<file path="config.mk">
export PLATFORM = sky130hd
export DESIGN_NAME = hts_back
export DESIGN_NICKNAME = d
export VERILOG_FILES = /design/src/rtl/hts_pkg.sv /design/src/rtl/hts_back.sv
export VERILOG_INCLUDE_DIRS = /design/src /design/src/rtl
export SDC_FILE = /design/constraint.sdc
export NUM_CORES = 1
export LEC_CHECK = 0
export ABC_AREA = 0
export BUFFER_PORTS_ARGS = -buffer_cell sky130_fd_sc_hd__buf_2
export CAP_MARGIN = 20
export CORE_AREA = 5 5 219 221
export DETAILED_ROUTE_END_ITERATION = 16
export DIE_AREA = 0 0 224 226
export HOLD_SLACK_MARGIN = 0.05
export PLACE_DENSITY = 0.51
export SYNTH_ARGS = -nofsm -noshare
export SYNTH_HDL_FRONTEND = slang
export SYNTH_SLANG_ARGS = --single-unit
</file>
<file path="constraint.sdc">
create_clock -name clk_i -period 9.6 [get_ports clk_i]
set_input_delay 0.48 -clock clk_i [delete_from_list [all_inputs] [get_ports clk_i]]
set_output_delay 0.48 -clock clk_i [all_outputs]
set_load 0.05 [all_outputs]
</file>
<file path="src/rtl/assert_macros.svh">
// Assertion helpers. Clocked on clk_i and disabled while rst_ni is low.
`ifndef ASSERT_MACROS_SVH
`define ASSERT_MACROS_SVH

// Property that must hold on every clock edge.
`define AST_ALWAYS(lbl, prop, msg) \
  lbl: assert property (@(posedge clk_i) disable iff (!rst_ni) (prop)) else $error(msg);

// Same-cycle implication.
`define AST_IMPLIES(lbl, ante, cons, msg) \
  lbl: assert property (@(posedge clk_i) disable iff (!rst_ni) (ante) |-> (cons)) \
    else $error(msg);

`endif

</file>
<file path="src/rtl/hts_pkg.sv">
`timescale 1ns / 1ps

package hts_pkg;

  localparam int unsigned LINE_MAX_DEF = 256;
  localparam int unsigned LEN_W        = 9;
  localparam logic [8:0]  LINE_LEN_RST = 9'd16;
  localparam int unsigned NBANDS       = 10;
  localparam int unsigned QUEUE_DEPTH  = 2;

  // 25 * 256 * |g| >= 256 once 625 * (dx^2 + dy^2) >= 2^24.
  localparam logic [15:0] SLOPE_CLIP   = 16'd164;
  localparam logic [15:0] SUM_CLIP     = 16'd26844;
  localparam logic [9:0]  SLOPE_GAIN   = 10'd625;
  localparam logic [8:0]  SHADE_ONE    = 9'd256;
  localparam int unsigned ROOT_STEPS   = 8;

  typedef logic signed [15:0] height_t;

  typedef struct packed {
    logic [7:0] dx_mag;
    logic [7:0] dy_mag;
    logic       steep;
    logic       below_sea;
    logic [3:0] band;
  } work_t;

  typedef enum logic [2:0] {
    B_IDLE,
    B_SQUARE,
    B_SCALE,
    B_ROOT,
    B_SHADE
  } back_state_e;

  // Q3.12 lower bound of each band; band 0 lies below everything.
  function automatic height_t band_floor(input logic [3:0] i);
    height_t t;
    case (i)
      4'd1:    t = -16'sd1639;
      4'd2:    t = -16'sd820;
      4'd3:    t = -16'sd410;
      4'd4:    t = 16'sd0;
      4'd5:    t = 16'sd409;
      4'd6:    t = 16'sd819;
      4'd7:    t = 16'sd2048;
      4'd8:    t = 16'sd2867;
      4'd9:    t = 16'sd3276;
      default: t = 16'sd0;
    endcase
    return t;
  endfunction

  function automatic logic [3:0] band_index(input height_t h);
    logic [3:0] idx;
    idx = '0;
    for (int i = 1; i < NBANDS; i++) begin
      if (band_floor(4'(i)) < h) idx = 4'(i);
    end
    return idx;
  endfunction

  // {red, green, blue}
  function automatic logic [23:0] band_rgb(input logic [3:0] i);
    logic [23:0] c;
    case (i)
      4'd0:    c = {8'd0,   8'd10,  8'd160};
      4'd1:    c = {8'd0,   8'd15,  8'd190};
      4'd2:    c = {8'd0,   8'd0,   8'd255};
      4'd3:    c = {8'd0,   8'd128, 8'd192};
      4'd4:    c = {8'd239, 8'd228, 8'd176};
      4'd5:    c = {8'd128, 8'd64,  8'd0};
      4'd6:    c = {8'd0,   8'd128, 8'd0};
      4'd7:    c = {8'd192, 8'd192, 8'd192};
      4'd8:    c = {8'd220, 8'd240, 8'd240};
      4'd9:    c = {8'd240, 8'd255, 8'd255};
      default: c = 24'd0;
    endcase
    return c;
  endfunction

endpackage

</file>
<file path="src/rtl/hts_back.sv">
`timescale 1ns / 1ps
`include "assert_macros.svh"

module hts_back (
  input  logic           clk_i,
  input  logic           rst_ni,
  input  logic           pop_valid_i,
  input  hts_pkg::work_t pop_data_i,
  output logic           pop_o,
  output logic           out_valid_o,
  input  logic           out_ready_i,
  output logic [7:0]     red_o,
  output logic [7:0]     green_o,
  output logic [7:0]     blue_o,
  output logic [3:0]     palette_index_o
);

  hts_pkg::back_state_e state_q, state_d;

  hts_pkg::work_t w_q;
  logic [15:0]    sum_q;
  logic [15:0]    x_q;
  logic [15:0]    r_q;
  logic           steep_q;
  logic [2:0]     cnt_q;

  logic           out_valid_q, out_valid_d;
  logic [7:0]     red_q, green_q, blue_q;
  logic [3:0]     band_q;

  logic           slot_free, load_out;
  logic [25:0]    scaled;
  logic [15:0]    root_bit, r_next, x_next;
  logic [16:0]    trial;
  logic [8:0]     shade;
  logic [23:0]    rgb;
  logic [16:0]    red_prod, green_prod, blue_prod;

  assign slot_free = !out_valid_q || out_ready_i;

  // Next state
  always_comb begin
    state_d = state_q;
    case (state_q)
      hts_pkg::B_IDLE:   if (pop_valid_i) state_d = hts_pkg::B_SQUARE;
      hts_pkg::B_SQUARE: state_d = hts_pkg::B_SCALE;
      hts_pkg::B_SCALE:  state_d = hts_pkg::B_ROOT;
      hts_pkg::B_ROOT:   if (cnt_q == '0) state_d = hts_pkg::B_SHADE;
      hts_pkg::B_SHADE:  if (slot_free) state_d = hts_pkg::B_IDLE;
      default:           state_d = hts_pkg::B_IDLE;
    endcase
  end

  // State outputs
  always_comb begin
    pop_o    = 1'b0;
    load_out = 1'b0;
    case (state_q)
      hts_pkg::B_IDLE:  pop_o    = pop_valid_i;
      hts_pkg::B_SHADE: load_out = slot_free;
      default: ;
    endcase
  end

  // Datapath: scaling, one root digit per cycle in restoring form, shading
  always_comb begin
    scaled   = 26'(sum_q) * 26'(hts_pkg::SLOPE_GAIN);
    root_bit = 16'd1 << {cnt_q, 1'b0};
    trial    = 17'(r_q) + 17'(root_bit);
    if (17'(x_q) >= trial) begin
      x_next = x_q - trial[15:0];
      r_next = (r_q >> 1) + root_bit;
    end else begin
      x_next = x_q;
      r_next = r_q >> 1;
    end
    if (w_q.below_sea) begin
      shade = hts_pkg::SHADE_ONE;
    end else if (steep_q) begin
      shade = 9'd0;
    end else begin
      shade = hts_pkg::SHADE_ONE - {1'b0, r_q[7:0]};
    end
    rgb         = hts_pkg::band_rgb(w_q.band);
    red_prod    = 17'(rgb[23:16]) * 17'(shade);
    green_prod  = 17'(rgb[15:8]) * 17'(shade);
    blue_prod   = 17'(rgb[7:0]) * 17'(shade);
    out_valid_d = load_out ? 1'b1 : (out_ready_i ? 1'b0 : out_valid_q);
  end

  always_ff @(posedge clk_i or negedge rst_ni) begin
    if (!rst_ni) begin
      state_q     <= hts_pkg::B_IDLE;
      cnt_q       <= '0;
      out_valid_q <= 1'b0;
    end else begin
      state_q     <= state_d;
      out_valid_q <= out_valid_d;
      if (state_q == hts_pkg::B_SCALE) begin
        cnt_q <= 3'(hts_pkg::ROOT_STEPS - 1);
      end else if (state_q == hts_pkg::B_ROOT) begin
        cnt_q <= cnt_q - 3'd1;
      end
    end
  end

  always_ff @(posedge clk_i) begin
    case (state_q)
      hts_pkg::B_IDLE: begin
        if (pop_valid_i) w_q <= pop_data_i;
      end
      hts_pkg::B_SQUARE: begin
        sum_q <= ({8'd0, w_q.dx_mag} * {8'd0, w_q.dx_mag})
               + ({8'd0, w_q.dy_mag} * {8'd0, w_q.dy_mag});
      end
      hts_pkg::B_SCALE: begin
        x_q     <= scaled[23:8];
        steep_q <= w_q.steep || (sum_q >= hts_pkg::SUM_CLIP);
        r_q     <= '0;
      end
      hts_pkg::B_ROOT: begin
        x_q <= x_next;
        r_q <= r_next;
      end
      default: ;
    endcase
    if (load_out) begin
      red_q   <= red_prod[15:8];
      green_q <= green_prod[15:8];
      blue_q  <= blue_prod[15:8];
      band_q  <= w_q.band;
    end
  end

  assign out_valid_o     = out_valid_q;
  assign red_o           = red_q;
  assign green_o         = green_q;
  assign blue_o          = blue_q;
  assign palette_index_o = band_q;

  `AST_IMPLIES(root_fits, state_q == hts_pkg::B_SHADE, r_q[15:8] == 8'd0,
    "slope root exceeds eight bits")

endmodule
</file>
==> results.toml, run 1 <==
[synthesis]
syn_inst = 1875
synthArstFlopShare_pct = 5.69
ys.flop_type = "edfxtp_1"
avgSynthCellArea_um2 = 9.61
synth_fa_ha_area_share_pct = 44.2
synth_warnings = 0
synth_edf_count = 99
synth_nets = 2399
synthMuxAreaShare_pct = 0.569
synth_xor_area_share_pct = 4.96
ys_types = 67
synth-seq-area-share_pct = 19.4
synth-seq-cells = 123
syn_area_um2 = 18000
synth_top_family_by_area = "adder cells"
synthSimpleGateAreaFrac_pct = 12.7
synth_compound_area_share_pct = 8.44

[die]
ios = 56
fp.coreArea_um2 = 46000
placement_rows = 79
die_area_um2 = 50600
initial_core_util_pct = 39.2
fp.dieW_um = 224
dieHeight_um = 226

[timing]
max-slew-margin-rel_pct = 29.6
setup_tns_ps = 0
slew_violations = 0
setup_viol = 0
rsz0062_at_grt = "false"
report.final.hold_viol_count = 0
fin_crit_sh_pct = 63.0
period_needed_ps = 6050
worst_slew_pin_slew_ps = 1060
fin_skew_ps = 12.2
max_freq_mhz = 165

[critical_path]
start_kind = "flip-flop"
critPathCaptureType = "flip-flop"
worstPathMaxFanout = 17
max_stage_delay_ps = 650
crit_required_ps = 9810
cp-startpoint = "r_q[3]"
worst-path-buf-inv = 4
arrival_ps = 6250
cp_top_family = "adder cells"
slowest_stage = "a2111oi_0"
crit_top_cell = "fa_1"
critPathKind = "flip-flop to flip-flop"
r2r_start = "r_q[3]"
cp_cell_sequence = "nor2_1 > nand3_1 > nor4_1 > xor2_1 > nor2_1 > buf_4 > nand2_1 > fa_1 > inv_1 > fa_1 > fa_1 > inv_1 > fa_1 > inv_1 > ha_1 > nand3_1 > a21oi_1 > nor3_1 > nor3_1 > a2111oi_0 > xnor2_1"

[cts]
cts_tree = "done"
cts_max_level = 4
clock-sinks = 123
ctsHoldBuffers = 1
clockBufferDepth = 2
clk_latency_ps = 470
cts_resized = 0
cts_buffers = 17
cts-root-buf = "clkbuf_16"
cts.clk_slew.worst_paths_ps = 70
cts_setup_buffers = 0

[layout]
drive_above_1_share_pct = 6.29
fillers = 4586
mostFrequentLayoutCell = "inv_1"
n_antenna_cell = 0
final_cell_mix = "429 x inv_1, 268 x ha_1, 230 x fa_1, 143 x nand2_1, 127 x and2_1"
fin_nets = 2452
synthToLayoutAreaGrowth_pct = 9.13

[routing]
wl_met1_um = 19200
wl_met3_um = 1250
viasPerCell = 4.83
drc = 0
wl_met2_um = 17700
drtPass1Iterations = 8
routed.top_layer = "met4"
ant_nets = 0
via_count = 12300
routedWlPerCell_um = 15.3
detail_route.iter0.violations = 465
wirelength_um = 38900

[place]
port_buffers = 55
hpwl_um = 31800
gp_congestion = 0.815

[grt]
grt.overflow.total = 0
grt_util_all_layers_pct = 16.3
grt_max_degree = 30
grt_pass1_wl_um = 65900
antenna_found_initial = 0
grt_pass1_vias = 12900

[job]
maxCapViolCount = 0

[min_path]
hold_path_class = "input pin to flip-flop"
hp-start = "pop_data_i[14]"

[status]
status = "completed"
cell families (layout without fill, tap and decap cells):
kind of cell / count (synthesis) / count (layout)
xor+xnor: 102 / 102
fa+ha+maj: 498 / 498
mux: 10 / 10
simple gates: 450 / 450
flops: 123 / 123
compound gates: 228 / 228
buf+inv: 464 / 530
layer usage:
| layer | global-route usage (%) | vias up |
|---|---|---|
| met2 | 25.6 | 153 |
| met3 | 2.74 | 41 |
| met5 | 0 | - |
| met4 | 5.26 | 0 |
| li1 | - | 6140 |
| met1 | 23.0 | 5978 |
Yosys cell counts (all sizes together) (9+ instances only):
cell | n | area (um^2)
and2 | 127 | 795
xnor2 | 69 | 604
a31oi | 22 | 138
nand3 | 17 | 85.1
fa | 230 | 4600
a311oi | 9 | 85.1
a21o | 26 | 195
dfxtp | 17 | 340
inv | 429 | 1610
a21oi | 61 | 309
nor2 | 62 | 233
nand2 | 143 | 537
or3 | 9 | 56.3
xor2 | 33 | 289
ha | 268 | 3350
nor3 | 21 | 110
nor2b | 18 | 113
and3 | 11 | 68.8
edfxtp | 99 | 2970
o21ai | 39 | 195
clkbuf | 28 | 105
layout make-up:
class / instances / area, um^2 / share of cell area [%]
Inverter: 430 / 1610 / 8.21
Clock inverter: 13 / 119 / 0.605
Timing Repair Buffer: 68 / 415 / 2.11
Tap cell: 607 / 759 / 3.86
Clock buffer: 19 / 475 / 2.42
Sequential cell: 123 / 3490 / 17.7
Multi-Input combinational cell: 1288 / 12800 / 65.1
worst reg2reg max path, cell delays in order (launching register included):
cell	delay (ps)
edfxtp_1	540
nor2_1	180
nand3_1	130
nor4_1	250
xor2_1	110
nor2_1	100
buf_4	270
nand2_1	150
fa_1	570
inv_1	50
fa_1	460
fa_1	540
inv_1	50
fa_1	530
inv_1	40
ha_1	330
nand3_1	80
a21oi_1	70
nor3_1	440
nor3_1	120
a2111oi_0	650
xnor2_1	120
metrics by stage:
stage                     setup WS [ps]  util (%)  cell area [um^2]  hold WS (ps)  instances
after global placement             3740      41.3             19000           331       2513
final                              3550      42.8             19700           186       2548
after detailed placement           3580      41.4             19000           327       2514
after CTS                          3580      42.7             19600           138       2547
after floorplan                    4040         -             18000           184       1875
after global routing               3100      42.8             19700           158       2548
registers in the layout, summed over array words and instances, names as in the netlist, 4 cells and up:
| name | flops |
|---|---|
| r_q | 16 |
| red_o | 8 |
| palette_index_o | 4 |
| green_o | 8 |
| w_q | 22 |
| rgb | 17 |
| x_q | 16 |
| sum_q | 16 |
| blue_o | 8 |
worst paths after layout:
check	endpoint	depth (start not counted)	slack, ps
max in group asynchronous	cnt_q[1]	2	9070
min in group asynchronous	state_q[1]	2	370
worst max-delay path	red_o[7]	21	3550
worst min-delay path	w_q[14]	1	190
worst max register to register	red_o[7]	21	3550
worst min register to register	palette_index_o[0]	0	460
Power of run 1 is left out: the tool's default activity adds up to more than one toggle a clock period on the data nets, which glitch-free logic cannot reach.
==> inputs of run 2 (changes only) <==
--- a/config.mk
+++ b/config.mk
@@ -13,7 +13,7 @@
 export DETAILED_ROUTE_END_ITERATION = 16
 export DIE_AREA = 0 0 224 226
 export HOLD_SLACK_MARGIN = 0.05
-export PLACE_DENSITY = 0.51
+export PLACE_DENSITY = 0.53
 export SYNTH_ARGS = -nofsm -noshare
 export SYNTH_HDL_FRONTEND = slang
 export SYNTH_SLANG_ARGS = --single-unit
==> constraint.sdc (replaced) <==
create_clock -name clk_i -period 5 [get_ports clk_i]
set_input_delay 0.25 -clock clk_i [delete_from_list [all_inputs] [get_ports clk_i]]
set_output_delay 0.25 -clock clk_i [all_outputs]
set_load 0.05 [all_outputs]
==> results.toml, run 2 (synthesis gave the netlist of run 1 again) <==
[critical_path]
max_stage_delay_ps = 550
cp_cell_sequence = "buf_6 > and2_4 > ha_4 > a21o_1 > fa_2 > ha_4 > fa_1 > inv_2 > fa_1 > inv_2 > fa_1 > ha_4 > a21o_1 > a21oi_4 > o21bai_2 > a31o_4 > a41oi_2 > nor2b_4 > xnor2_1"
arrival_ps = 5470
worst-path-buf-inv = 3
critPathCaptureType = "flip-flop"
cp_top_family = "adder cells"
crit_required_ps = 5230
critPathKind = "flip-flop to flip-flop"
slowest_stage = "fa_1"
worstPathMaxFanout = 4
start_kind = "flip-flop"

[min_path]
hold_path_class = "input pin to flip-flop"

[routing]
via_count = 13400
routedWlPerCell_um = 14.8
ant_nets = 0
detail_route.iter0.violations = 481
viasPerCell = 4.81
wirelength_um = 41000
drc = 0
drtPass1Iterations = 5

[grt]
grt_max_degree = 29
grt_pass1_wl_um = 68800
antenna_found_initial = 1
grt_pass1_vias = 14000
grt_util_all_layers_pct = 16.9
grt.overflow.total = 0

[timing]
period_needed_ps = 5240
max-slew-margin-rel_pct = 31.2
worst_slew_pin_slew_ps = 1030
setup_viol = 17
slew_violations = 0
fin_crit_sh_pct = 105
fin_skew_ps = 12.8
setup_slack_ps = -243
max_freq_mhz = 191
setup_tns_ps = -1920
rsz0062_at_grt = "true"
report.final.hold_viol_count = 0

[die]
fp.coreArea_um2 = 46000
fp.dieW_um = 224
placement_rows = 79
ios = 56
die_area_um2 = 50600
initial_core_util_pct = 39.2
dieHeight_um = 226

[layout]
final_cell_mix = "403 x inv_1, 249 x ha_1, 219 x fa_1, 199 x buf_4, 126 x nand2_1"
synthToLayoutAreaGrowth_pct = 24.2
fin_nets = 2684
final_util_pct = 48.7
mostFrequentLayoutCell = "inv_1"
largest_reg_flops = 22
layout.cells.non_filler = 2780
n_antenna_cell = 0
regMostFlops = "w_q"
drive_above_1_share_pct = 22.3
finalInstanceArea_um2 = 22400

[place]
place_area_um2 = 20500
place_inst = 2676
port_buffers = 55
gp_congestion = 0.831
hpwl_um = 33700

[cts]
cts_buffers = 17
clockBufferDepth = 2
cts_max_level = 4
cts-root-buf = "clkbuf_16"
clk_latency_ps = 480
clock-sinks = 123
cts_tree = "done"
cts.clk_slew.worst_paths_ps = 60

[status]
status = "finished with violations"
failed_checks = "setup timing"

[job]
maxCapViolCount = 0
## run 2: final cells by class
type | instances | area [um^2]
fill | 4310 | 23600
multi-input combinational | 1288 | 13600
sequential | 123 | 3490
timing repair buffer | 300 | 2300
inverter | 430 | 1620
tap | 607 | 759
clock buffer | 19 | 433
clock inverter | 13 | 151
## run 2: what timing repair did
action	CTS	global route
hold buffers	23	0
endpoints found under the setup margin	28	64
buffers inserted	14	37
pin swaps	58	83
endpoints found under the hold margin	29	0
resized for setup	56	101
## run 2: final timing paths
kind	cells past startpoint	to	slack, ps	startpoint
min in group asynchronous	2	cnt_q[1]	180	rst_ni
max in group asynchronous	2	state_q[1]	4640	rst_ni
hold / removal	3	state_q[0]	160	pop_valid_i
setup reg to reg	19	sum_q[13]	-240	w_q[7]
setup / recovery	19	sum_q[13]	-240	w_q[7]
hold reg to reg	0	palette_index_o[1]	440	w_q[1]
## run 2: metal layers
layer / part of all wire, % / vias to the layer above / GRT usage (%)
met5: 0.017 / - / 0
met1: 46 / 6581 / 22.0
li1: - / 6613 / -
met4: 1.8 / 2 / 4.62
met3: 2.7 / 47 / 3.44
met2: 50 / 139 / 28.8
## run 2: tightest hold or removal path: cells and delay by family
family | cells | cell delay (ps)
AO/OA/AOI/OAI | 1 | 80
buffers and inverters | 1 | 120
AND/OR/NAND/NOR | 1 | 130
## run 2: metrics by stage
step                      hold slack (ps)  worst slack [ps]
after CTS                             106              -266
after global routing                  151              -431
after global placement               98.2              -274
after floorplan                     -45.6              -106
after detailed placement             98.8              -461
final                                 160              -243
Power of run 2 is left out for the same reason.
