$ cat config.mk
export PLATFORM = sky130hd
export DESIGN_NAME = hts_queue
export DESIGN_NICKNAME = d
export VERILOG_FILES = /design/src/rtl/hts_pkg.sv /design/src/rtl/hts_queue.sv
export VERILOG_INCLUDE_DIRS = /design/src /design/src/rtl
export SDC_FILE = /design/constraint.sdc
export NUM_CORES = 1
export LEC_CHECK = 0
export BUFFER_PORTS_ARGS = -buffer_cell sky130_fd_sc_hd__buf_2
export CORE_MARGIN = 5
export CORE_UTILIZATION = 45
export DETAILED_ROUTE_END_ITERATION = 12
export GPL_TIMING_DRIVEN = 0
export PLACE_DENSITY = 0.7
export SLEW_MARGIN = 15
export SYNTH_ARGS = -nofsm -noshare
export SYNTH_HDL_FRONTEND = slang
export SYNTH_SLANG_ARGS = --single-unit
$ cat constraint.sdc
create_clock -name clk_i -period 2.99 [get_ports clk_i]
set_clock_uncertainty 0.15 [all_clocks]
set_input_delay 0.1495 -clock clk_i [delete_from_list [all_inputs] [get_ports clk_i]]
set_output_delay 0.1495 -clock clk_i [all_outputs]
set_load 0.02 [all_outputs]
$ cat src/rtl/assert_macros.svh
// Assertion helpers. Clocked on clk_i and disabled while rst_ni is low.
`ifndef ASSERT_MACROS_SVH
`define ASSERT_MACROS_SVH

// Property that must hold on every clock edge.
`define AST_ALWAYS(lbl, prop, msg) \
  lbl: assert property (@(posedge clk_i) disable iff (!rst_ni) (prop)) else $error(msg);

// Same-cycle implication.
`define AST_IMPLIES(lbl, ante, cons, msg) \
  lbl: assert property (@(posedge clk_i) disable iff (!rst_ni) (ante) |-> (cons)) \
    else $error(msg);

`endif

$ cat src/rtl/hts_pkg.sv
`timescale 1ns / 1ps

package hts_pkg;

  localparam int unsigned LINE_MAX_DEF = 256;
  localparam int unsigned LEN_W        = 9;
  localparam logic [8:0]  LINE_LEN_RST = 9'd16;
  localparam int unsigned NBANDS       = 10;
  localparam int unsigned QUEUE_DEPTH  = 2;

  // 25 * 256 * |g| >= 256 once 625 * (dx^2 + dy^2) >= 2^24.
  localparam logic [15:0] SLOPE_CLIP   = 16'd164;
  localparam logic [15:0] SUM_CLIP     = 16'd26844;
  localparam logic [9:0]  SLOPE_GAIN   = 10'd625;
  localparam logic [8:0]  SHADE_ONE    = 9'd256;
  localparam int unsigned ROOT_STEPS   = 8;

  typedef logic signed [15:0] height_t;

  typedef struct packed {
    logic [7:0] dx_mag;
    logic [7:0] dy_mag;
    logic       steep;
    logic       below_sea;
    logic [3:0] band;
  } work_t;

  typedef enum logic [2:0] {
    B_IDLE,
    B_SQUARE,
    B_SCALE,
    B_ROOT,
    B_SHADE
  } back_state_e;

  // Q3.12 lower bound of each band; band 0 lies below everything.
  function automatic height_t band_floor(input logic [3:0] i);
    height_t t;
    case (i)
      4'd1:    t = -16'sd1639;
      4'd2:    t = -16'sd820;
      4'd3:    t = -16'sd410;
      4'd4:    t = 16'sd0;
      4'd5:    t = 16'sd409;
      4'd6:    t = 16'sd819;
      4'd7:    t = 16'sd2048;
      4'd8:    t = 16'sd2867;
      4'd9:    t = 16'sd3276;
      default: t = 16'sd0;
    endcase
    return t;
  endfunction

  function automatic logic [3:0] band_index(input height_t h);
    logic [3:0] idx;
    idx = '0;
    for (int i = 1; i < NBANDS; i++) begin
      if (band_floor(4'(i)) < h) idx = 4'(i);
    end
    return idx;
  endfunction

  // {red, green, blue}
  function automatic logic [23:0] band_rgb(input logic [3:0] i);
    logic [23:0] c;
    case (i)
      4'd0:    c = {8'd0,   8'd10,  8'd160};
      4'd1:    c = {8'd0,   8'd15,  8'd190};
      4'd2:    c = {8'd0,   8'd0,   8'd255};
      4'd3:    c = {8'd0,   8'd128, 8'd192};
      4'd4:    c = {8'd239, 8'd228, 8'd176};
      4'd5:    c = {8'd128, 8'd64,  8'd0};
      4'd6:    c = {8'd0,   8'd128, 8'd0};
      4'd7:    c = {8'd192, 8'd192, 8'd192};
      4'd8:    c = {8'd220, 8'd240, 8'd240};
      4'd9:    c = {8'd240, 8'd255, 8'd255};
      default: c = 24'd0;
    endcase
    return c;
  endfunction

endpackage

$ cat src/rtl/hts_queue.sv
`timescale 1ns / 1ps
`include "assert_macros.svh"

module hts_queue (
  input  logic           clk_i,
  input  logic           rst_ni,
  input  logic           push_i,
  input  hts_pkg::work_t push_data_i,
  output logic           push_ready_o,
  input  logic           pop_i,
  output logic           pop_valid_o,
  output hts_pkg::work_t pop_data_o
);

  localparam int unsigned DEPTH = hts_pkg::QUEUE_DEPTH;
  localparam int unsigned PTR_W = (DEPTH > 1) ? $clog2(DEPTH) : 1;
  localparam int unsigned CNT_W = $clog2(DEPTH + 1);

  hts_pkg::work_t   ent_q [DEPTH];
  logic [PTR_W-1:0] wr_ptr_q, wr_ptr_d, rd_ptr_q, rd_ptr_d;
  logic [CNT_W-1:0] count_q, count_d;
  logic             do_push, do_pop;

  assign push_ready_o = count_q != CNT_W'(DEPTH);
  assign pop_valid_o  = count_q != '0;
  assign pop_data_o   = ent_q[rd_ptr_q];
  assign do_push      = push_i && push_ready_o;
  assign do_pop       = pop_i && pop_valid_o;

  always_comb begin
    wr_ptr_d = wr_ptr_q;
    rd_ptr_d = rd_ptr_q;
    count_d  = count_q;
    if (do_push) begin
      wr_ptr_d = (wr_ptr_q == PTR_W'(DEPTH - 1)) ? '0 : wr_ptr_q + PTR_W'(1);
    end
    if (do_pop) begin
      rd_ptr_d = (rd_ptr_q == PTR_W'(DEPTH - 1)) ? '0 : rd_ptr_q + PTR_W'(1);
    end
    if (do_push && !do_pop) begin
      count_d = count_q + CNT_W'(1);
    end else if (do_pop && !do_push) begin
      count_d = count_q - CNT_W'(1);
    end
  end

  always_ff @(posedge clk_i or negedge rst_ni) begin
    if (!rst_ni) begin
      wr_ptr_q <= '0;
      rd_ptr_q <= '0;
      count_q  <= '0;
    end else begin
      wr_ptr_q <= wr_ptr_d;
      rd_ptr_q <= rd_ptr_d;
      count_q  <= count_d;
    end
  end

  always_ff @(posedge clk_i) begin
    if (do_push) ent_q[wr_ptr_q] <= push_data_i;
  end

  `AST_ALWAYS(q_count_bound, count_q <= CNT_W'(DEPTH), "queue count exceeds depth")
  `AST_IMPLIES(q_empty_ptrs, count_q == '0, wr_ptr_q == rd_ptr_q,
    "queue empty but pointers differ")

endmodule

==> results.yml, run 1 <==
run_status:
  outcome: "complete, no violations"
synth:
  yosysMostFrequentCell: "edfxtp_1"
  synth_cell_type_count: 14
  synth_async_sr_flop_share: 0.0833
  synth-main-ff-cell: "edfxtp_1"
  ys_seq_area_frac: 0.795
  yosysTopAreaCell: "edfxtp_1"
  synthTopCellsByArea: "edfxtp_1, mux2_2, dfrtp_1"
  syn-num-nets: 113
  yosysWarnings: 0
  mappedNetlistArea_um2: 1790
  synth_enable_flop_cells: 44
  syn_inst: 86
  yosysTopAreaCellShare: 0.739
  ys_ff_latch: 48
  syn_area_per_cell_um2: 20.8
  synthTopCellsByCount: "edfxtp_1, mux2_2, dfrtp_1"
grt:
  grt_max_degree: 23
  antenna_found_initial: 0
  grt_overflow: 0
  grt_pass1_wl_um: 4850
  grt_pass1_vias: 1111
  grt_use_total: 0.123
drt:
  wl_met3_um: 191
  viasPerCell: 4.67
  m1WireLength_um: 1270
  via_count: 1017
  ant_nets: 0
  wl_per_cell_um: 14.0
  dr.max_layer_used: "met4"
  drt_iter0_markers: 24
  dr_wl_met2_um: 1540
  finalWirelength_um: 3050
  dr.pass1.iters: 3
  drc_errors: 0
timing:
  max_freq_ghz: 0.508
  fin_crit_sh: 0.658
  relSlewSlack: 0.310
  fin_crit_ns: 1.97
  finalSetupTns_ns: 0
  drv_slew: 0
  rsz0062_at_grt: "no"
  setup_viol: 0
  hold_violations: 0
  worst_slack_ns: 1.02
  worstMarginPinSlew_ns: 1.03
cells_and_area:
  instances_no_fill: 218
  fillers: 314
  area_growth_syn_to_layout_pct: 37.6
  multiInputGateArea_um2: 343
  post_route_cells_drive_above_1_share: 0.494
  antenna_cells: 0
  layout.nets: 194
  post-route-util: 0.629
  area.sequential_um2: 1420
setup_path:
  crit_path_start_kind: "flip-flop"
  cp.depth: 2
  cp_top_family: "simple AND/OR/NAND/NOR gates"
  worstSetupPathType: "flip-flop to flip-flop"
  critPathRequiredTime_ns: 2.75
  path_cells: "nand2b_1, and3_1"
  crit_path_top_delay_cell: "and3_1"
  crit_arrival_ns: 1.73
  rr_worst_depth: 2
  critPathCaptureType: "flip-flop"
  crit_path_max_fanout: 22
  max_stage_delay_ns: 0.85
  crit_buf_inv: 0
die:
  die_area_um2: 5330
  core_um2: 3910
  io_pins: 50
  die_w_um: 73.0
  rows: 23
  die_h_um: 73.0
  initial_utilization: 0.457
clock_tree:
  cts_resized: 0
  clockBufferDepth: 2
  cts_root_buf: "clkbuf_8"
  ctsHoldBuffers: 24
  numCtsBuffers: 5
  insertion_delay_ns: 0.28
  htree_levels: 2
  cts_sinks: 48
  post_cts_buffers: 0
  clk_pin_slew_ns: 0.08
  cts_tree: "built"
power_and_ir_drop:
  p_comb_frac: 0.366
  p_leak_uw: 0.000958
  p_seq_frac: 0.438
  switching_power_uw: 719
  p_per_area_nw_per_um2: 914
  clockPowerShare: 0.196
  vdd_ir_drop_max_v: 0.000599
  internal_power_uw: 1530
  netSwitchingFraction: 0.319
placed_design:
  place.gp.congestion: 0.721
  pre_cts_ws_ns: 0.980
  hpwlAfterDp_um: 2010
  portBuffers: 49
  placed_cells: 186
flow_run:
  cap_violations: 0
hold_path:
  hold_class: "input pin to async pin"
final timing paths:
| path | start | endpoint | slack (ns) |
|---|---|---|---|
| max | count_q[0]$_DFFE_PN0P_ | ent_q[1][7]$_DFFE_PP_ | 1.02 |
| min | rst_ni | wr_ptr_q$_DFFE_PN0P_ | 0.04 |
| max reg2reg | count_q[0]$_DFFE_PN0P_ | ent_q[1][7]$_DFFE_PP_ | 1.02 |
| min reg2reg | wr_ptr_q$_DFFE_PN0P_ | wr_ptr_q$_DFFE_PN0P_ | 0.36 |
| max in group asynchronous | rst_ni | rd_ptr_q$_DFFE_PN0P_ | 2.53 |
| min in group clk_i | push_i | wr_ptr_q$_DFFE_PN0P_ | 0.05 |
cells by family after synthesis:
group,share of synthesized area
xor+xnor,0.0245
fa+ha+maj,0.00700
buf+inv,0.0147
flops,0.795
mux,0.139
simple gates,0.0203
state kept, by name, summed over array words and instances, names as in the netlist:
name      count
wr_ptr_q      1
count_q       2
rd_ptr_q      1
ent_q        44
cell usage in the layout (no fill, tap or decap), types with 2 or more instances in the layout:
master	count
dlygate4sd3_1	24
edfxtp_1	44
xnor2_1	3
buf_2	49
clkbuf_8	5
xor2_1	2
mux2_2	22
buf_6	2
dfrtp_1	4
cell type report:
type / instances / area share
clock inverter: 2 / 0.0142
clock buffer: 6 / 0.0295
inverter: 1 / 0.00153
buffer: 2 / 0.00915
sequential: 48 / 0.578
timing repair buffer: 74 / 0.203
tap: 50 / 0.0254
multi-input combinational: 35 / 0.139
routing by layer:
| metal | GRT usage | up-vias |
|---|---|---|
| li1 | - | 487 |
| met1 | 0.138 | 485 |
| met2 | 0.214 | 39 |
| met3 | 0.0358 | 6 |
| met4 | 0.0553 | 0 |
| met5 | 0 | - |
power groups by stage:
stage                     Sequential [uW]  Clock (uW)  Combinational, uW
final                                 987         441                823
after global routing                 1000         484                885
after CTS                             990         452                841
after detailed placement             1000           0                810
after global placement                995           0                780
after floorplan                       984           0                571
through the flow:
step           power (uW)  instance area (um2)  hold WS (ns)
2_1_floorplan        1560                 1790        -0.296
3_3_place_gp         1780                 2100        -0.193
3_5_place_dp         1810                 2110        -0.188
4_1_cts              2280                 2460        0.0304
5_1_grt              2370                 2460        0.0348
6_report             2250                 2460        0.0377
No activity file was read; power rests on OpenSTA's default activity.
==> run 2: changes to the inputs <==
- clock period: 2.99 -> 2.1 ns (I/O delays scaled with it)
==> run 2 against run 1 <==
Compared with the run above:
- register-to-register slack got worse by 0.70 ns
- design area about the same
- flip-flop and latch count unchanged
- sequential power increased by 43%
- combinational power increased by 40%
- critical path depth increased by 1
==> results.yml, run 2 (synthesis results as in run 1) <==
placed_design:
  portBuffers: 49
  hpwlAfterDp_um: 1950
  placed_cells: 185
  place.gp.congestion: 0.685
  placed_area_um2: 2100
clock_tree:
  insertion_delay_ns: 0.29
  cts_tree: "built"
  cts_sinks: 48
  clk_pin_slew_ns: 0.08
  cts_root_buf: "clkbuf_8"
  htree_levels: 2
  numCtsBuffers: 5
  clockBufferDepth: 2
timing:
  drv_slew: 0
  fin_crit_sh: 0.848
  fin_crit_ns: 1.78
  hold_violations: 0
  rsz0062_at_grt: "no"
  relSlewSlack: 0.570
  finalSetupTns_ns: 0
  setup_viol: 0
  max_freq_ghz: 0.561
  worstMarginPinSlew_ns: 0.643
cells_and_area:
  post_route_cells_drive_above_1_share: 0.494
  final_cell_mix: "buf_2, edfxtp_1, dlygate4sd3_1"
  area_growth_syn_to_layout_pct: 37.7
  layout.nets: 194
  stdcell_area_um2: 2460
  layout_commonest_cell: "buf_2"
  top_register: "ent_q"
  antenna_cells: 0
  reg_top3: "ent_q (44), count_q (2)"
  largest_register_ffs: 44
  instances_no_fill: 218
setup_path:
  critPathRequiredTime_ns: 1.88
  crit_path_max_fanout: 22
  crit_path_start_kind: "flip-flop"
  critPathCaptureType: "flip-flop"
  worstSetupPathType: "flip-flop to flip-flop"
  crit_arrival_ns: 1.56
grt:
  grt_pass1_wl_um: 4600
  grt_overflow: 0
  grt_max_degree: 23
  antenna_found_initial: 0
  grt_use_total: 0.118
  grt_pass1_vias: 1055
die:
  initial_utilization: 0.457
  core_um2: 3910
  rows: 23
  io_pins: 50
  die_area_um2: 5330
  die_h_um: 73.0
  die_w_um: 73.0
power_and_ir_drop:
  vdd_ir_drop_max_v: 0.00113
  p_per_area_nw_per_um2: 1290
  p_leak_uw: 0.000955
drt:
  ant_nets: 0
  drt_iter0_markers: 45
  drc_errors: 0
  wl_per_cell_um: 13.7
  via_count: 994
  dr.pass1.iters: 4
  viasPerCell: 4.56
  finalWirelength_um: 2990
hold_path:
  hold_class: "input pin to flip-flop"
run_status:
  outcome: "complete, no violations"
flow_run:
  cap_violations: 0
run 2: final timing paths:
path / start / endpoint / slack (ns) / cells past startpoint
worst max-delay path: count_q[0]$_DFFE_PN0P_ / ent_q[0][14]$_DFFE_PP_ / 0.32 / 3
worst min-delay path: push_i / wr_ptr_q$_DFFE_PN0P_ / 0.03 / 3
worst max register to register: count_q[0]$_DFFE_PN0P_ / ent_q[0][14]$_DFFE_PP_ / 0.32 / 3
worst min register to register: count_q[1]$_DFFE_PN0P_ / count_q[1]$_DFFE_PN0P_ / 0.36 / 1
max in group asynchronous: rst_ni / wr_ptr_q$_DFFE_PN0P_ / 1.08 / 3
min in group asynchronous: rst_ni / rd_ptr_q$_DFFE_PN0P_ / 0.55 / 3
run 2: what timing repair did:
item                       4_1_cts  5_1_grt
hold endpoints to repair        49        0
gates resized for setup          1        1
pin swaps                        0        0
setup buffers                    0        0
hold buffers                    25        0
setup endpoints to repair       22       22
run 2: cell type report:
type	instances	area (um2)
well taps	50	62.6
fillers	295	1450
plain buffers	2	22.5
repair buffers	74	495
inverters	1	3.75
flip-flops and latches	48	1420
clock buffers	6	72.6
multi-input cells	35	349
clock inverters	2	35.0
run 2: report_power, final:
group | total (uW) | leakage (uW) | internal, uW | switching, uW
sequential | 1410 | 0.000455 | 1320 | 90.7
clock | 628 | 0.0000552 | 353 | 275
combinational | 1150 | 0.000445 | 498 | 652
run 2: worst max-delay path, cell delays in order, from the launching register on:
cell	delay, ns
dfrtp_1	0.42
nand2b_1	0.17
nand2_1	0.14
nor2_4	0.53
run 2: per-stage QoR:
step	hold WS, ns	setup slack (ns)	utilization	power (uW)
2_1_floorplan	-0.341	0.162	-	2220
3_3_place_gp	-0.239	0.0281	0.536	2530
3_5_place_dp	-0.234	-0.00362	0.536	2550
4_1_cts	0.0223	0.0810	0.629	3230
6_report	0.0312	0.319	0.629	3180
5_1_grt	0.0355	0.163	0.629	3350
run 2: metal layers:
metal	track usage	part of all wire
met1	0.126	0.40
met4	0.0594	0.015
met5	0	0
met3	0.0344	0.072
met2	0.209	0.52
==> run 3: changes to the inputs <==
- PLACE_DENSITY: 0.7 -> 0.73
- clock period: 2.1 -> 1.6 ns (I/O delays scaled with it)
==> run 3 against run 2 <==
Compared with the run above:
- the flow now finishes with violations (hold timing)
- routed wire length rose by 10%
- sequential power grew 32%
- power grew 38%
- final cell count increased by 2.8%
- first-iteration DRC count up 33%
- critical path type is now flip-flop to output port
- register-to-register slack lost 0.28 ns
- global-route usage increased by 1.5 points
- flip-flop and latch count unchanged
==> results.yml, run 3 (synthesis results as in run 1) <==
setup_path:
  crit_path_start_kind: "flip-flop"
  crit_buf_inv: 2
  worstReg2RegStart: "count_q[1]$_DFFE_PN0P_"
  crit_path_end: "pop_data_o[17]"
  cp.depth: 3
  crit_arrival_ns: 1.35
  crit_path_max_fanout: 10
  critPathRequiredTime_ns: 1.37
  path_cells: "buf_8, mux2_2, buf_4"
  crit_path_top_delay_cell: "dfrtp_2"
  worstReg2RegEnd: "count_q[1]$_DFFE_PN0P_"
  max_stage_delay_ns: 0.41
  reg2reg_slack_ns: 0.04
  critPathCaptureType: "output port"
  rr_worst_depth: 6
  cp_top_family: "flip-flops"
  crit_start: "rd_ptr_q$_DFFE_PN0P_"
  worstSetupPathType: "flip-flop to output port"
clock_tree:
  clockBufferDepth: 2
  cts_sinks: 48
  insertion_delay_ns: 0.28
  htree_levels: 2
  cts_tree: "built"
  clk_pin_slew_ns: 0.08
  cts_root_buf: "clkbuf_8"
  numCtsBuffers: 5
power_and_ir_drop:
  p_leak_uw: 0.000997
  p_per_area_nw_per_um2: 1700
  vdd_ir_drop_max_v: 0.00110
grt:
  antenna_found_initial: 0
  grt.met2_usage: 0.245
  grt_max_degree: 23
  grt_overflow: 0
  grt_use_total: 0.132
  grt_pass1_vias: 1127
  grtUsageMet3: 0.0331
  grt_pass1_wl_um: 5130
  top_usage_layer: "met2"
  grt_util_met1: 0.141
timing:
  worst_slack_ns: 0.0195
  hold_violations: 1
  rsz0062_at_grt: "yes"
  drv_slew: 0
  fin_crit_ns: 1.58
  relSlewSlack: 0.757
  worstMarginPinSlew_ns: 0.364
  fin_crit_sh: 0.988
  max_freq_ghz: 0.633
  setup_viol: 0
  hold_ws_ns: -0.000291
placed_design:
  placed_cells: 185
  hpwlAfterDp_um: 2020
  portBuffers: 49
  place.gp.congestion: 0.651
  pre_cts_ws_ns: -0.133
drt:
  wl_per_cell_um: 14.7
  ant_nets: 0
  viasPerCell: 4.70
  finalWirelength_um: 3300
  dr.pass1.iters: 4
  drc_errors: 0
  via_count: 1052
  drt_iter0_markers: 60
die:
  die_w_um: 73.0
  die_h_um: 73.0
  die_area_um2: 5330
  io_pins: 50
  core_um2: 3910
  rows: 23
  initial_utilization: 0.457
cells_and_area:
  post_route_cells_drive_above_1_share: 0.540
  reg_top3: "ent_q (44), count_q (2)"
  largest_register_ffs: 44
  antenna_cells: 0
  layout_commonest_cell: "edfxtp_1"
  fillers: 305
  instances_no_fill: 224
  layout.nets: 200
  top_register: "ent_q"
  area_growth_syn_to_layout_pct: 44.4
  final_cell_mix: "edfxtp_1, buf_2, dlygate4sd3_1"
flow_run:
  cap_violations: 0
run_status:
  violations: "hold timing"
  outcome: "finished with violations"
hold_path:
  hp-start: "push_i"
  hold_class: "input pin to flip-flop"
## run 3: changes by cell type in the layout (fill, tap and decap cells not counted), moves of 2 or more
cell | before | now
buf_2 | 49 | 40
buf_4 | 0 | 9
buf_6 | 2 | 5
buf_8 | 0 | 2
## run 3: layout make-up
type	instances	area [um2]	share of cell area
repair buffers	79	574	0.222
flip-flops and latches	48	1420	0.551
inverters	1	3.75	0.00145
clock inverters	3	18.8	0.00727
well taps	50	62.6	0.0242
multi-input cells	36	400	0.155
clock buffers	5	68.8	0.0267
plain buffers	2	30.0	0.0116
## run 3: routing by layer
layer  vias up  routed length, um  part of all wire
met5         -                  0                 0
met4         0                 48             0.015
met3         5                158             0.048
met2        30               1780              0.54
met1       514               1310              0.40
li1        503                  -                 -
## run 3: power breakdown
| part | internal [uW] | leakage [uW] | total [uW] | switching, uW |
|---|---|---|---|---|
| sequential | 1730 | 0.000454 | 1860 | 130 |
| clock | 304 | 0.0000479 | 677 | 373 |
| combinational | 888 | 0.000495 | 1850 | 964 |
| total | 2920 | 0.000997 | 4390 | 1470 |
## run 3: stage by stage
stage               total power [uW]  cell area, um2  utilization  setup TNS, ns
detailed placement              3400            2110        0.540          -4.01
global placement                3350            2110        0.540          -1.91
global route                    4620            2580        0.660         -0.348
finish                          4390            2580        0.660              0
CTS                             4220            2490        0.636              0
floorplan                       2940            1810            -              0
## run 3: timing repair
action,in CTS,in global routing
setup buffers,2,3
setup endpoints to repair,64,20
pin swaps,0,4
cloned,1,0
hold buffers,25,0
gates resized for setup,4,19
endpoints found under the hold margin,49,0
## run 3: worst register-to-register path: cells and delay by family (launching register included)
family / cells / cell delay (ns)
flops: 1 / 0.43
fa+ha+maj: 1 / 0.13
xor+xnor: 2 / 0.28
simple gates: 3 / 0.46
## run 3: worst min-delay path by stage
| stage | to | slack (ns) | cells past startpoint |
|---|---|---|---|
| global placement | count_q[0]$_DFFE_PN0P_ | -0.26 | 1 |
| floorplan | count_q[0]$_DFFE_PN0P_ | -0.37 | 0 |
| finish | wr_ptr_q$_DFFE_PN0P_ | -0.0003 | 3 |
| global route | wr_ptr_q$_DFFE_PN0P_ | 0.002 | 3 |
| detailed placement | wr_ptr_q$_DFFE_PN0P_ | -0.26 | 1 |
| CTS | wr_ptr_q$_DFFE_PN0P_ | 0.002 | 3 |
